===== src/rtl/fractional_delay_line_assert.svh =====
// assertion macros shared by the fractional delay line modules
// no dependencies; the files that check their own logic include it
`ifndef FRACTIONAL_DELAY_LINE_ASSERT_SVH
`define FRACTIONAL_DELAY_LINE_ASSERT_SVH

`ifndef SYNTHESIS

// same-cycle implication
`define FDL_ASSERT_NOW(label, clk, rst, ante, cons) \
   label: assert property (@(posedge clk) disable iff (rst) (ante) |-> (cons)) \
      else $error("fdl check failed");

// next-cycle implication
`define FDL_ASSERT_NEXT(label, clk, rst, ante, cons) \
   label: assert property (@(posedge clk) disable iff (rst) (ante) |=> (cons)) \
      else $error("fdl check failed");

`else

`define FDL_ASSERT_NOW(label, clk, rst, ante, cons)
`define FDL_ASSERT_NEXT(label, clk, rst, ante, cons)

`endif

`endif


===== src/rtl/fdl_pkg.sv =====
// types and constants shared by the fractional delay line modules
// no dependencies
package fdl_pkg;

   localparam int SAMPLE_WIDTH    = 16;
   localparam int DELAY_WIDTH     = 20;
   localparam int CSR_INDEX_WIDTH = 1;
   localparam int COEF_WIDTH      = 21;
   localparam int ACC_WIDTH       = 24;

   localparam logic [CSR_INDEX_WIDTH-1:0] CSR_DELAY_FIXED = 1'd0;
   localparam logic [CSR_INDEX_WIDTH-1:0] CSR_CUBIC_MODE  = 1'd1;

   typedef enum logic [3:0] {
      ST_IDLE,
      ST_CLAMP,
      ST_POS,
      ST_READ,
      ST_DRAIN,
      ST_COEF,
      ST_MUL,
      ST_ACC,
      ST_FIN
   } fdl_state_type;

   // neighbor of the read position: i0-1, i0, i0+1, i0+2
   typedef enum logic [1:0] {
      NB_YM1,
      NB_Y0,
      NB_Y1,
      NB_Y2
   } nb_sel_type;

   typedef struct packed {
      logic       wr;
      logic       clamp;
      logic       pos;
      logic       rd;
      nb_sel_type sel;
      logic       coef;
      logic       mul;
      logic       acc;
      logic [1:0] step;
      logic       load;
   } fdl_cmd_type;

   typedef struct packed {
      logic cubic;
      logic out_busy;
   } fdl_status_type;

endpackage


===== src/rtl/fdl_ctrl.sv =====
// sequencer of the fractional delay line: write, position, reads, multiply steps
// depends on fdl_pkg and fractional_delay_line_assert.svh
`include "fractional_delay_line_assert.svh"

module fdl_ctrl (
   input  logic                    clock,
   input  logic                    reset,
   input  logic                    req_valid,
   output logic                    req_stall,
   input  fdl_pkg::fdl_status_type status,
   output fdl_pkg::fdl_cmd_type    cmd
);

   import fdl_pkg::*;

   fdl_state_type state_ff, state_in;
   logic [1:0]    cnt_ff, cnt_in;
   logic          rd_last;
   logic          step_last;

   assign rd_last   = status.cubic ? (cnt_ff == 2'd3) : (cnt_ff == 2'd1);
   assign step_last = status.cubic ? (cnt_ff == 2'd2) : (cnt_ff == 2'd0);

   always_ff @(posedge clock) begin
      if (reset) begin
         state_ff <= ST_IDLE;
         cnt_ff   <= '0;
      end else begin
         state_ff <= state_in;
         cnt_ff   <= cnt_in;
      end
   end

   // next state
   always_comb begin
      state_in = state_ff;
      cnt_in   = cnt_ff;
      unique case (state_ff)
         ST_IDLE: begin
            if (req_valid) begin
               state_in = ST_CLAMP;
            end
         end
         ST_CLAMP: begin
            state_in = ST_POS;
         end
         ST_POS: begin
            state_in = ST_READ;
            cnt_in   = '0;
         end
         ST_READ: begin
            if (rd_last) begin
               state_in = ST_DRAIN;
            end else begin
               cnt_in = cnt_ff + 2'd1;
            end
         end
         ST_DRAIN: begin
            state_in = ST_COEF;
         end
         ST_COEF: begin
            state_in = ST_MUL;
            cnt_in   = '0;
         end
         ST_MUL: begin
            state_in = ST_ACC;
         end
         ST_ACC: begin
            if (step_last) begin
               state_in = ST_FIN;
            end else begin
               state_in = ST_MUL;
               cnt_in   = cnt_ff + 2'd1;
            end
         end
         ST_FIN: begin
            if (!status.out_busy) begin
               state_in = ST_IDLE;
            end
         end
         default: begin
            state_in = ST_IDLE;
         end
      endcase
   end

   // outputs
   always_comb begin
      cmd       = '0;
      cmd.step  = cnt_ff;
      // linear mode reads only the two middle neighbors
      cmd.sel   = status.cubic ? nb_sel_type'(cnt_ff) : nb_sel_type'(cnt_ff + 2'd1);
      req_stall = 1'b1;
      unique case (state_ff)
         ST_IDLE: begin
            req_stall = 1'b0;
            cmd.wr    = req_valid;
         end
         ST_CLAMP: cmd.clamp = 1'b1;
         ST_POS:   cmd.pos   = 1'b1;
         ST_READ:  cmd.rd    = 1'b1;
         ST_DRAIN: ;
         ST_COEF:  cmd.coef  = 1'b1;
         ST_MUL:   cmd.mul   = 1'b1;
         ST_ACC:   cmd.acc   = 1'b1;
         ST_FIN:   cmd.load  = !status.out_busy;
         default:  ;
      endcase
   end

   `FDL_ASSERT_NEXT(a_wr_starts_item, clock, reset, cmd.wr, state_ff == ST_CLAMP)
   `FDL_ASSERT_NOW(a_port_exclusive, clock, reset, cmd.wr, !cmd.rd && !cmd.load)
   `FDL_ASSERT_NEXT(a_load_ends_item, clock, reset, cmd.load, state_ff == ST_IDLE)

endmodule


===== config.mk =====
export PLATFORM = sky130hd
export DESIGN_NAME = fdl_ctrl
export DESIGN_NICKNAME = d
export VERILOG_FILES = /design/src/rtl/fdl_pkg.sv /design/src/rtl/fdl_ctrl.sv
export VERILOG_INCLUDE_DIRS = /design/src /design/src/rtl
export SDC_FILE = /design/constraint.sdc
export NUM_CORES = 1
export LEC_CHECK = 0
export ABC_AREA = 1
export BUFFER_PORTS_ARGS = -buffer_cell sky130_fd_sc_hd__buf_2
export CORE_AREA = 2 2 39 41
export DETAILED_ROUTE_END_ITERATION = 12
export DIE_AREA = 0 0 41 43
export PLACE_DENSITY_LB_ADDON = 0.05
export SYNTH_ARGS = -nofsm -noshare
export SYNTH_HDL_FRONTEND = slang
export SYNTH_SLANG_ARGS = --single-unit

===== constraint.sdc =====
create_clock -name clock -period 1.6 [get_ports clock]
set_input_delay 0.16 -clock clock [delete_from_list [all_inputs] [get_ports clock]]
set_output_delay 0.16 -clock clock [all_outputs]
set_load 0.03 [all_outputs]

* Word level (Yosys, flattened, before mapping)
Cells that the tools add are included.
** Storage, ports and cells
- Logic and storage cells :: 46
- Register bits :: 6
** Cells by class
- $add $sub $neg :: 1
- Reduce and logical (&&, ||, !) cells :: 7
- Eq/ne operators :: 16
- Muxes and demuxes :: 20
** Operators with widths (number)
- one-hot mux 4 bit (9 select lines) :: 1
- == test 4 x 3 -> 1 bit (second input constant) :: 4
- 2-to-1 mux 4 bit :: 4
- 2-to-1 mux 1 bit :: 11
- != test 2 bit (second input constant) :: 5
- == test 4 x 2 -> 1 bit (second input constant) :: 2
- 2-to-1 mux 2 bit :: 3
- one-hot mux 2 bit (3 select lines) :: 1
- AND reduction 3 bit :: 2
- == test 2 bit (second input constant) :: 2
- == test 4 x 1 -> 1 bit (second input constant) :: 1
- == test 4 bit (second input constant) :: 1
- logical NOT 4 bit :: 1
- nonzero test 3 bit :: 1
- adder 2 x 1 -> 2 bit (second input constant) :: 1
- == test 2 x 1 -> 1 bit (second input constant) :: 1
- logical NOT 2 bit :: 1
- OR reduction 2 bit :: 1
- logical NOT 1 bit :: 1

* Longest topological paths before layout
Gate-level depths: netlist of the first run.
- Word-level depth :: 4
- Mapped depth :: 10

* Least setup slack after synthesis of the first run
Ideal clock, no wire load.
- Path type :: register to output
- From :: register state_ff[3]
- To :: output cmd[0] (netlist bit)
- Data arrival time :: 1401 ps
- Required time :: 1440 ps
- Stages on the path, launching flop included :: 3
- Setup slack :: 39 ps
- Cell sequence :: dfxtp_1 -> inv_2 -> nor4_1
** RTL lines
- start: declaration :: RTL line fdl_ctrl.sv:16 : fdl_state_type state_ff, state_in;
- start signal: assignment :: RTL line fdl_ctrl.sv:29 : state_ff <= state_in;
- end: declaration :: RTL line fdl_ctrl.sv:11 : output fdl_pkg::fdl_cmd_type cmd

==> metrics.csv, run 1 <==
stage,metric,value,unit
clock_network,clk_latency,0.24,ns
grt,grt_max_degree,7,
setup_path,critPathMaxFanout,4,
routing,ant_nets,0,
routing,firstDrtPassIters,4,
routing,routed_wl,1180,um
synthesis,ys_types,20,
routing,initialDrtViolationCount,6,
cells_and_area,areaGrowthSynthToFinish,24.8,%
pwr,p_sw_share,48.9,%
setup_path,crit_type,reg2out,
outcome,status,"finished, final reports clean",
cells_and_area,final_cell_mix,"nand2_1, buf_2, nor2_1",
synthesis,synthesis.area,520,um^2
pwr,clkPwrFrac,17.2,%
setup_path,start_kind,flop,
floorplan,core_area,1380,um^2
min_path,min_path_type,in2reg,
job,cap_violations,0,
placement,place_congestion,0.765,
cells_and_area,design_area,649,um^2
clock_network,cts_tree,built,
pwr,leakagePower,0.000350,uW
grt,antenna_found_initial,0,
floorplan,start_util,37.6,%
routing,wl_per_cell,9.71,um
clock_network,cts_resized,0,
timing,setup_viol,0,
cells_and_area,drive_gt1_share,33.3,%
placement,dp_cells,118,
floorplan,io_pins,18,
timing,slew_headroom,85.1,%
pwr,ir_drop,600,uV
timing,fin_skew,0.00684,ns
clock_network,cts.sinks,6,
synthesis,yosysWarnings,0,
grt,gr-total-overflow,0,
timing,layout_min_cycle_time,1.50,ns
clock_network,path_clk_slew,0.05,ns
synthesis,syn_area_per_cell,6.12,um^2
clock_network,cts_made_buffers,3,
timing,hold_violations,0,
setup_path,cp.arrival,1.34,ns
clock_network,clockBufferDepth,2,
clock_network,ctsHoldBuffers,0,
cells_and_area,diodes,0,
synthesis,netlist_instances,85,
floorplan,rows,14,
placement,portBuffers,17,
pwr,internal_power,402,uW
cells_and_area,finalNonFillerCells,121,
timing,fmax,665,MHz
placement,place_area,626,um^2
setup_path,worst_setup_path_end_kind,output port,
cells_and_area,fin_nets,114,
clock_network,htree_num_levels,1,
routing,vias,581,
pwr,p_per_area,1210,nW/um^2
timing,slew_violations,0,
timing,finalCritPeriodShare,94.0,%
pwr,power_frac_seq,27.2,%
cells_and_area,mostFrequentLayoutCell,nand2_1,
cells_and_area,post-route-util,46.9,%
floorplan,fp.dieW,41,um
pwr,p_comb_share,55.6,%
floorplan,die_y,43,um
routing,via_per_inst,4.80,
placement,dp_hpwl,1000,um
synthesis,ys_ff_latch,6,
timing,tns,0,ns
routing,drc,0,
pwr,power_switching,384,uW
clock_network,cts_root_buffer,clkbuf_4,
grt,grtUsageTotal,16.0,%
timing,rsz0062_at_grt,no,
clock_network,post_cts_buffers,0,
timing,worstMarginPinSlew,0.221,ns
synthesis,synth_nets,92,
grt,grt_pass1_vias,519,
floorplan,dieArea,1760,um^2
setup_path,critPathRequiredTime,1.44,ns
grt,grt_pass1_wl,1950,um
synthesis,ys_seq_area_share,23.1,%
==> cells by family after synthesis <==
kind of cell,after synthesis,synth area share [%]
adders and majority gates,2,4.81
xor gates and xnor gates,1,1.68
DFF,6,23.1
and+or+nand+nor,51,48.1
buffers and inverters,17,12.3
AOI/OAI and AO/OA,8,10.1
==> path summary, 6_finish.rpt <==
path	startpoint	to	slack [ns]	depth (start not counted)
setup / recovery	cnt_ff[1]	cmd[7]	0.1	4
hold / removal	reset	state_ff[0]	0.13	2
setup reg to reg	cnt_ff[1]	cnt_ff[1]	0.26	10
hold reg to reg	state_ff[3]	state_ff[3]	0.61	2
==> power by group through the flow <==
stage	Combinational [uW]	Sequential [uW]	Clock [uW]
floorplan	318	230	0
global placement	440	216	0
detailed placement	441	216	0
CTS	442	214	142
global route	487	221	152
finish	437	214	135
==> cells in the mapped netlist <==
master | count | area (um^2)
nand2_1 | 19 | 71.3
nor2_1 | 12 | 45.0
inv_1 | 11 | 41.3
nand3_1 | 9 | 45.0
dfxtp_1 | 6 | 120
inv_2 | 5 | 18.8
a21oi_1 | 4 | 20.0
ha_1 | 2 | 25.0
nand2_2 | 2 | 12.5
nand2_4 | 2 | 22.5
nand4_1 | 2 | 12.5
nor2_2 | 2 | 12.5
nor2_4 | 2 | 22.5
a211oi_1 | 1 | 7.51
clkinv_1 | 1 | 3.75
nor4_1 | 1 | 6.26
o21a_1 | 1 | 7.51
o21ai_0 | 1 | 5.00
o22ai_2 | 1 | 12.5
xnor2_1 | 1 | 8.76
==> routing by layer <==
metal  routed length [um]  GRT usage, %
met1                  515          18.1
met2                  594          26.3
met3                   65          6.81
met4                    0          4.00
met5                    0             0
==> registers in the layout, summed over array words and instances, names as in the netlist <==
register  count
state_ff      4
cnt_ff        2
==> through the flow <==
stage	setup WS, ns	total power [uW]	hold slack (ns)
after global routing	0.0134	860	0.145
final	0.0960	786	0.132
after detailed placement	0.198	657	0.391
after CTS	0.0151	798	0.132
after floorplan	0.0391	548	0.229
after global placement	0.194	656	0.389
==> critical path: stages (launching register included) <==
cell	delay, ns
dfxtp_1	0.38
inv_1	0.10
ha_1	0.30
o21a_1	0.17
buf_2	0.17
==> cell type report <==
class | instances | area, um^2
clock buffers | 3 | 22.5
fillers | 155 | 734
inverters | 17 | 63.8
multi-input cells | 62 | 337
flip-flops and latches | 6 | 121
well taps | 16 | 20.0
repair buffers | 17 | 85.1
Power figures use the tool's default switching activity.
==> run 2, diff against run 1 <==
--- a/config.mk
+++ b/config.mk
@@ -7,5 +7,4 @@
 export NUM_CORES = 1
 export LEC_CHECK = 0
-export ABC_AREA = 1
 export BUFFER_PORTS_ARGS = -buffer_cell sky130_fd_sc_hd__buf_2
 export CORE_AREA = 2 2 39 41
==> constraint.sdc (replaced) <==
create_clock -name clock -period 1.6 [get_ports clock]
set_input_delay 0.16 -clock clock [delete_from_list [all_inputs] [get_ports clock]]
set_output_delay 0.16 -clock clock [all_outputs]
set_load 0.1 [all_outputs]
==> run 2 against run 1 <==
Against the previous run: cell count shrank 16%; total power shrank 8.1%; clock power grew 20%.
==> metrics.csv, run 2 <==
stage,metric,value,unit,change
pwr,p_total,722,uW,-8.1%
setup_path,reg2reg_from,cnt_ff[0],,
placement,dp_hpwl,1000,um,-0.13%
routing,routed_wl,1240,um,+5.4%
pwr,ir_drop,545,uV,-9.2%
clock_network,cts.sinks,6,,unchanged
timing,hold_violations,0,,unchanged
setup_path,worst_setup_path_end_kind,flop,,
floorplan,start_util,36.8,%,-0.81 points
synthesis,synth_top_area_share,23.6,%,+0.51 points
grt,grtUsageTotal,17.7,%,+1.7 points
grt,grt_max_degree,11,,+4
timing,setup_viol,0,,unchanged
min_path,hold_end,state_ff[3],,
floorplan,core_area,1380,um^2,unchanged
placement,portBuffers,17,,unchanged
synthesis,ys.flop_type,dfxtp_1,,
pwr,leakagePower,0.000377,uW,+7.7%
synthesis,ys_seq_area_share,23.6,%,+0.51 points
setup_path,critPathRequiredTime,1.75,ns,+0.31 ns
setup_path,critPathMaxFanout,3,,-1
cells_and_area,drive_gt1_share,65.1,%,+32 points
timing,fmax,639,MHz,-3.9%
setup_path,cp.arrival,1.71,ns,+0.37 ns
grt,grt_pass1_vias,503,,-3.1%
setup_path,crit_chain,"inv_4, ha_2, mux2_4, a211oi_2, a31oi_2, mux2_4",,
clock_network,cts_made_buffers,3,,unchanged
clock_network,htree_num_levels,1,,unchanged
synthesis,async_reset_ff_share,0,%,unchanged
synthesis,ys_types,32,,+60%
floorplan,dieArea,1760,um^2,unchanged
job,cap_violations,0,,unchanged
clock_network,cts_tree,built,,
clock_network,ctsHoldBuffers,0,,unchanged
routing,wl_per_cell,12.1,um,+25%
synthesis,ys_ff_latch,6,,unchanged
setup_path,critPathMostFrequentCell,mux2_4,,
timing,worstMarginPinSlew,0.487,ns,+0.266 ns
synthesis,yosysTopAreaCell,dfxtp_1,,
clock_network,path_clk_slew,0.05,ns,about the same
floorplan,rows,14,,unchanged
setup_path,r2r-end,cnt_ff[0],,
routing,vias,515,,-11%
routing,ant_nets,0,,unchanged
routing,drc,0,,unchanged
cells_and_area,largest_register_ff_count,4,,unchanged
pwr,p_sw_share,46.0,%,-2.9 points
synthesis,synth_nets,67,,-27%
timing,slew_headroom,67.7,%,-17 points
min_path,min_path_cells,2,,unchanged
setup_path,crit_type,reg2reg,,
synthesis,netlist_instances,60,,-29%
routing,firstDrtPassIters,2,,-2
timing,fin_skew,0.00529,ns,-0.00155 ns
cells_and_area,areaGrowthSynthToFinish,80.6,%,
routing,initialDrtViolationCount,11,,+5
pwr,internal_power,390,uW,-3.0%
cells_and_area,top_register,state_ff,,
timing,finalCritPeriodShare,97.8,%,+3.8 points
cells_and_area,reg.largest.list,"state_ff x4, cnt_ff x2",,
setup_path,cp_num_buf_inv,1,,-1
grt,antenna_found_initial,0,,unchanged
timing,whs,0.129,ns,-0.00273 ns
floorplan,die_y,43,um,unchanged
synthesis,synth_common_cells,"dfxtp_1, nor2_1, nand2_1, nor3_1",,
cells_and_area,fin_nets,94,,-18%
routing,via_per_inst,5.05,,+5.2%
pwr,power_frac_seq,24.4,%,-2.8 points
cells_and_area,mostFrequentLayoutCell,buf_12,,
setup_path,start_kind,flop,,
cells_and_area,final_cell_mix,"buf_12, buf_4, buf_2",,
floorplan,fp.dieW,41,um,unchanged
clock_network,clockBufferDepth,2,,unchanged
synthesis,synth_edf_count,0,,unchanged
min_path,min_path_type,in2reg,,
clock_network,cts_root_buffer,clkbuf_4,,
setup_path,r2r_slack,0.04,ns,-0.22 ns
cells_and_area,diodes,0,,unchanged
placement,place_congestion,0.767,,+0.27%
setup_path,slowest_delay,0.35,ns,-0.03 ns
setup_path,critical_path.top_delay_family,multiplexers,,
min_path,hp-start,reset,,
outcome,status,"finished, final reports clean",,
timing,layout_min_cycle_time,1.56,ns,+0.0604 ns
setup_path,slowest_stage,dfxtp_4,,
setup_path,r2r_cells,6,,-4
floorplan,io_pins,18,,unchanged
timing,slew_violations,0,,unchanged
synthesis,yosysWarnings,0,,unchanged
pwr,clkPwrFrac,22.4,%,+5.2 points
synthesis,syn_area_per_cell,8.49,um^2,+39%
pwr,p_comb_share,53.1,%,-2.5 points
timing,rsz0062_at_grt,yes,,
grt,gr-total-overflow,0,,unchanged
timing,tns,0,ns,unchanged
synthesis,synth.area.top_cells,"dfxtp_1, mux2_4, a211oi_2",,
synthesis,synthesis.area,509,um^2,-2.2%
pwr,power_switching,332,uW,-14%
clock_network,clk_latency,0.26,ns,+0.02 ns
grt,grt_pass1_wl,2050,um,+5.0%
pwr,p_per_area,785,nW/um^2,-35%
-- run 2: how the worst max path moves through the flow --
stage | startpoint | end | slack [ns] | cells after the start
2_1_floorplan | state_ff[2] | cmd[10] | -0.37 | 2
3_3_place_gp | cnt_ff[1] | cnt_ff[0] | 0.05 | 6
3_5_place_dp | cnt_ff[1] | cnt_ff[0] | 0.003 | 6
4_1_cts | cnt_ff[1] | cnt_ff[0] | 0.0004 | 6
5_1_grt | cnt_ff[0] | cnt_ff[0] | -0.04 | 6
6_report | cnt_ff[0] | cnt_ff[0] | 0.04 | 6
-- run 2: final cells by class --
| type | count | area, um^2 |
|---|---|---|
| sequential | 6 | 130 |
| tap | 16 | 20.0 |
| fill | 104 | 464 |
| inverter | 3 | 16.3 |
| clock buffer | 4 | 26.3 |
| multi-input combinational | 47 | 424 |
| timing repair buffer | 26 | 303 |
-- run 2: per-stage QoR --
stage | std cells | cell area [um^2] | util (%) | setup WS [ns]
after detailed placement | 95 | 853 | 61.7 | 0.00259
after global routing | 102 | 920 | 66.5 | -0.0361
after floorplan | 60 | 583 | - | -0.368
final | 102 | 920 | 66.5 | 0.0356
after CTS | 99 | 880 | 63.6 | 0.000448
after global placement | 95 | 853 | 61.7 | 0.0529
-- run 2: kinds of logic (layout without fill, tap and decap cells) --
kind of cell    count (synthesis)  after routing  synth area share [%]
simple gates                   29             29                  33.2
compound gates                  9              9                  14.5
mux                             5              5                  12.3
fa+ha+maj                       2              2                  4.91
flops                           6              6                  23.6
buf+inv                         7             33                  8.11
xor+xnor                        2              2                  3.44
-- run 2: worst register-to-register path: cells and delay by family, from the launching register on --
family	cells	cell delay (ns)
flops	1	0.35
buf+inv	1	0.04
mux	2	0.58
compound gates	2	0.31
fa+ha+maj	1	0.16
-- run 2: power groups by stage --
stage / clock network (uW) / logic [uW] / registers (uW)
final: 162 / 384 / 176
after global routing: 171 / 402 / 179
after CTS: 164 / 371 / 174
after global placement: 0 / 369 / 176
after floorplan: 0 / 245 / 197
after detailed placement: 0 / 371 / 177
-- run 2: repair_timing --
action / 4_1_cts / 5_1_grt
buffers inserted: 0 / 3
resized for setup: 0 / 6
setup endpoints to repair: 0 / 5
-- run 2: layer usage --
layer,track usage [%],vias up,wire [um]
met1,18.8,234,495
met5,0,-,0
met4,14.0,0,40
li1,-,262,-
met3,1.57,5,39
met2,29.4,14,664
==> run 3, diff against run 2 <==
BUFFER_PORTS_ARGS = unset   (was -buffer_cell sky130_fd_sc_hd__buf_2)
DONT_BUFFER_PORTS = 1   (was unset)
==> run 3 against run 2 <==
Against the previous run: sequential share of layout area is 0.53 points higher; clock skew up 0.0074 ns; sequential power hardly changed.
==> metrics.csv, run 3 (synthesis gave the netlist of run 2 again) <==
stage,metric,value,unit,change
timing,hold_violations,0,,unchanged
clock_network,clk_latency,0.26,ns,about the same
placement,dp_hpwl,1120,um,+12%
timing,rsz0062_at_grt,yes,,
timing,slew_headroom,78.1,%,+10 points
min_path,hp-start,status[0],,
job,cap_violations,0,,unchanged
setup_path,start_kind,flop,,
timing,tns,0,ns,unchanged
timing,slew_violations,0,,unchanged
clock_network,htree_num_levels,1,,unchanged
timing,fmax,626,MHz,-2.1%
floorplan,start_util,36.8,%,unchanged
routing,initialDrtViolationCount,10,,-1
cells_and_area,top_register,state_ff,,
clock_network,cts_root_buffer,clkbuf_4,,
grt,grtUsageTotal,19.9,%,+2.2 points
setup_path,critPathMaxFanout,5,,+2
routing,firstDrtPassIters,4,,+2
cells_and_area,final_cell_mix,"buf_12, buf_4, nand2_1, dfxtp_2",,
placement,portBuffers,0,,-17
cells_and_area,areaGrowthSynthToFinish,77.4,%,
timing,fin_skew,0.0127,ns,+0.00743 ns
cells_and_area,fill_cells,102,,-1.9%
timing,worstMarginPinSlew,0.328,ns,-0.159 ns
setup_path,crit_type,reg2reg,,
cells_and_area,reg.largest.list,"state_ff x4, cnt_ff x2",,
grt,grt_max_degree,11,,unchanged
routing,vias,514,,-0.19%
clock_network,cts_tree,built,,
setup_path,reg2reg_from,cnt_ff[1],,
grt,gr-total-overflow,0,,unchanged
clock_network,cts.sinks,6,,unchanged
timing,setup_viol,0,,unchanged
cells_and_area,drive_gt1_share,63.3,%,-1.8 points
pwr,p_per_area,790,nW/um^2,+0.61%
cells_and_area,fin_nets,87,,-7.4%
outcome,status,"finished, final reports clean",,
timing,whs,0.0656,ns,-0.0633 ns
routing,drc,0,,unchanged
setup_path,critPathRequiredTime,1.75,ns,about the same
floorplan,fp.dieW,41,um,unchanged
routing,wl_per_cell,14.5,um,+20%
routing,ant_nets,0,,unchanged
placement,place_congestion,0.867,,+13%
grt,grt_pass1_vias,537,,+6.8%
clock_network,cts_made_buffers,3,,unchanged
floorplan,dieArea,1760,um^2,unchanged
clock_network,path_clk_slew,0.06,ns,about the same
cells_and_area,diodes,0,,unchanged
clock_network,clockBufferDepth,2,,unchanged
floorplan,die_y,43,um,unchanged
floorplan,rows,14,,unchanged
routing,via_per_inst,5.41,,+7.2%
setup_path,worst_setup_path_end_kind,flop,,
floorplan,io_pins,18,,unchanged
setup_path,cp.arrival,1.75,ns,+0.04 ns
grt,antenna_found_initial,0,,unchanged
floorplan,core_area,1380,um^2,unchanged
cells_and_area,mostFrequentLayoutCell,buf_12,,
pwr,ir_drop,504,uV,-7.5%
cells_and_area,largest_register_ff_count,4,,unchanged
timing,finalCritPeriodShare,99.9,%,+2.1 points
pwr,leakagePower,0.000331,uW,-12%
clock_network,post_cts_buffers,0,,unchanged
min_path,min_path_type,in2reg,,
setup_path,cp-startpoint,cnt_ff[1],,
timing,layout_min_cycle_time,1.60,ns,+0.0342 ns
routing,routed_wl,1380,um,+11%
grt,grt_pass1_wl,2290,um,+12%
## run 3: cell count changes in the layout (fill, tap and decap cells not counted), moves of 2 or more
cell     change
nor3_2       -3
buf_2        -7
dfxtp_2      +2
dfxtp_1      -2
inv_4        -2
nor3_4       +3
## run 3: path summary, 6_finish.rpt
path                            cells after the start  slack (ns)           to
worst min-delay path                                2        0.07  state_ff[3]
worst max-delay path                                6       0.001    cnt_ff[0]
worst max register to register                      6       0.001    cnt_ff[0]
worst min register to register                      2        0.52    cnt_ff[1]
## run 3: per-layer routing
metal | GRT usage, % | routed length [um] | up-vias
li1 | - | - | 248
met1 | 21.0 | 517 | 236
met2 | 31.6 | 725 | 22
met3 | 3.66 | 72 | 8
met4 | 16.7 | 65 | 0
met5 | 0 | 0 | -
## run 3: cell type report
cell class              count  area [um^2]  share of cell area (%)
clock buffers               4         26.3                    2.91
inverters                   3         11.3                    1.25
multi-input cells          47          443                    49.0
flip-flops and latches      6          133                    14.7
well taps                  16         20.0                    2.22
repair buffers             19          270                    29.9
## run 3: where the power goes
group,total (uW),switching [uW],internal [uW]
combinational,374,243,131
sequential,177,17.9,159
clock,162,67.2,95.2
total,714,328,385
## run 3: per-stage QoR
step	std cells	worst slack, ns	util, %	cell area [um^2]	power (uW)
6_report	95	0.00139	65.3	903	714
5_1_grt	95	-0.0461	65.3	903	744
4_1_cts	95	0.00492	64.2	888	712
3_5_place_dp	90	0.0178	61.6	852	548
3_3_place_gp	90	0.0721	61.6	852	542
2_1_floorplan	60	-0.368	-	583	442
## run 3: critical path, stage by stage (launching register included)
cell,delay (ns)
dfxtp_4,0.37
inv_1,0.05
ha_2,0.17
mux2_4,0.29
a211oi_4,0.21
a31oi_2,0.08
mux2_4,0.32
## run 3: repair_timing
action / CTS / global route
hold buffers: 1 / 0
endpoints found under the hold margin: 1 / 0
resized for setup: 0 / 6
endpoints found under the setup margin: 0 / 5
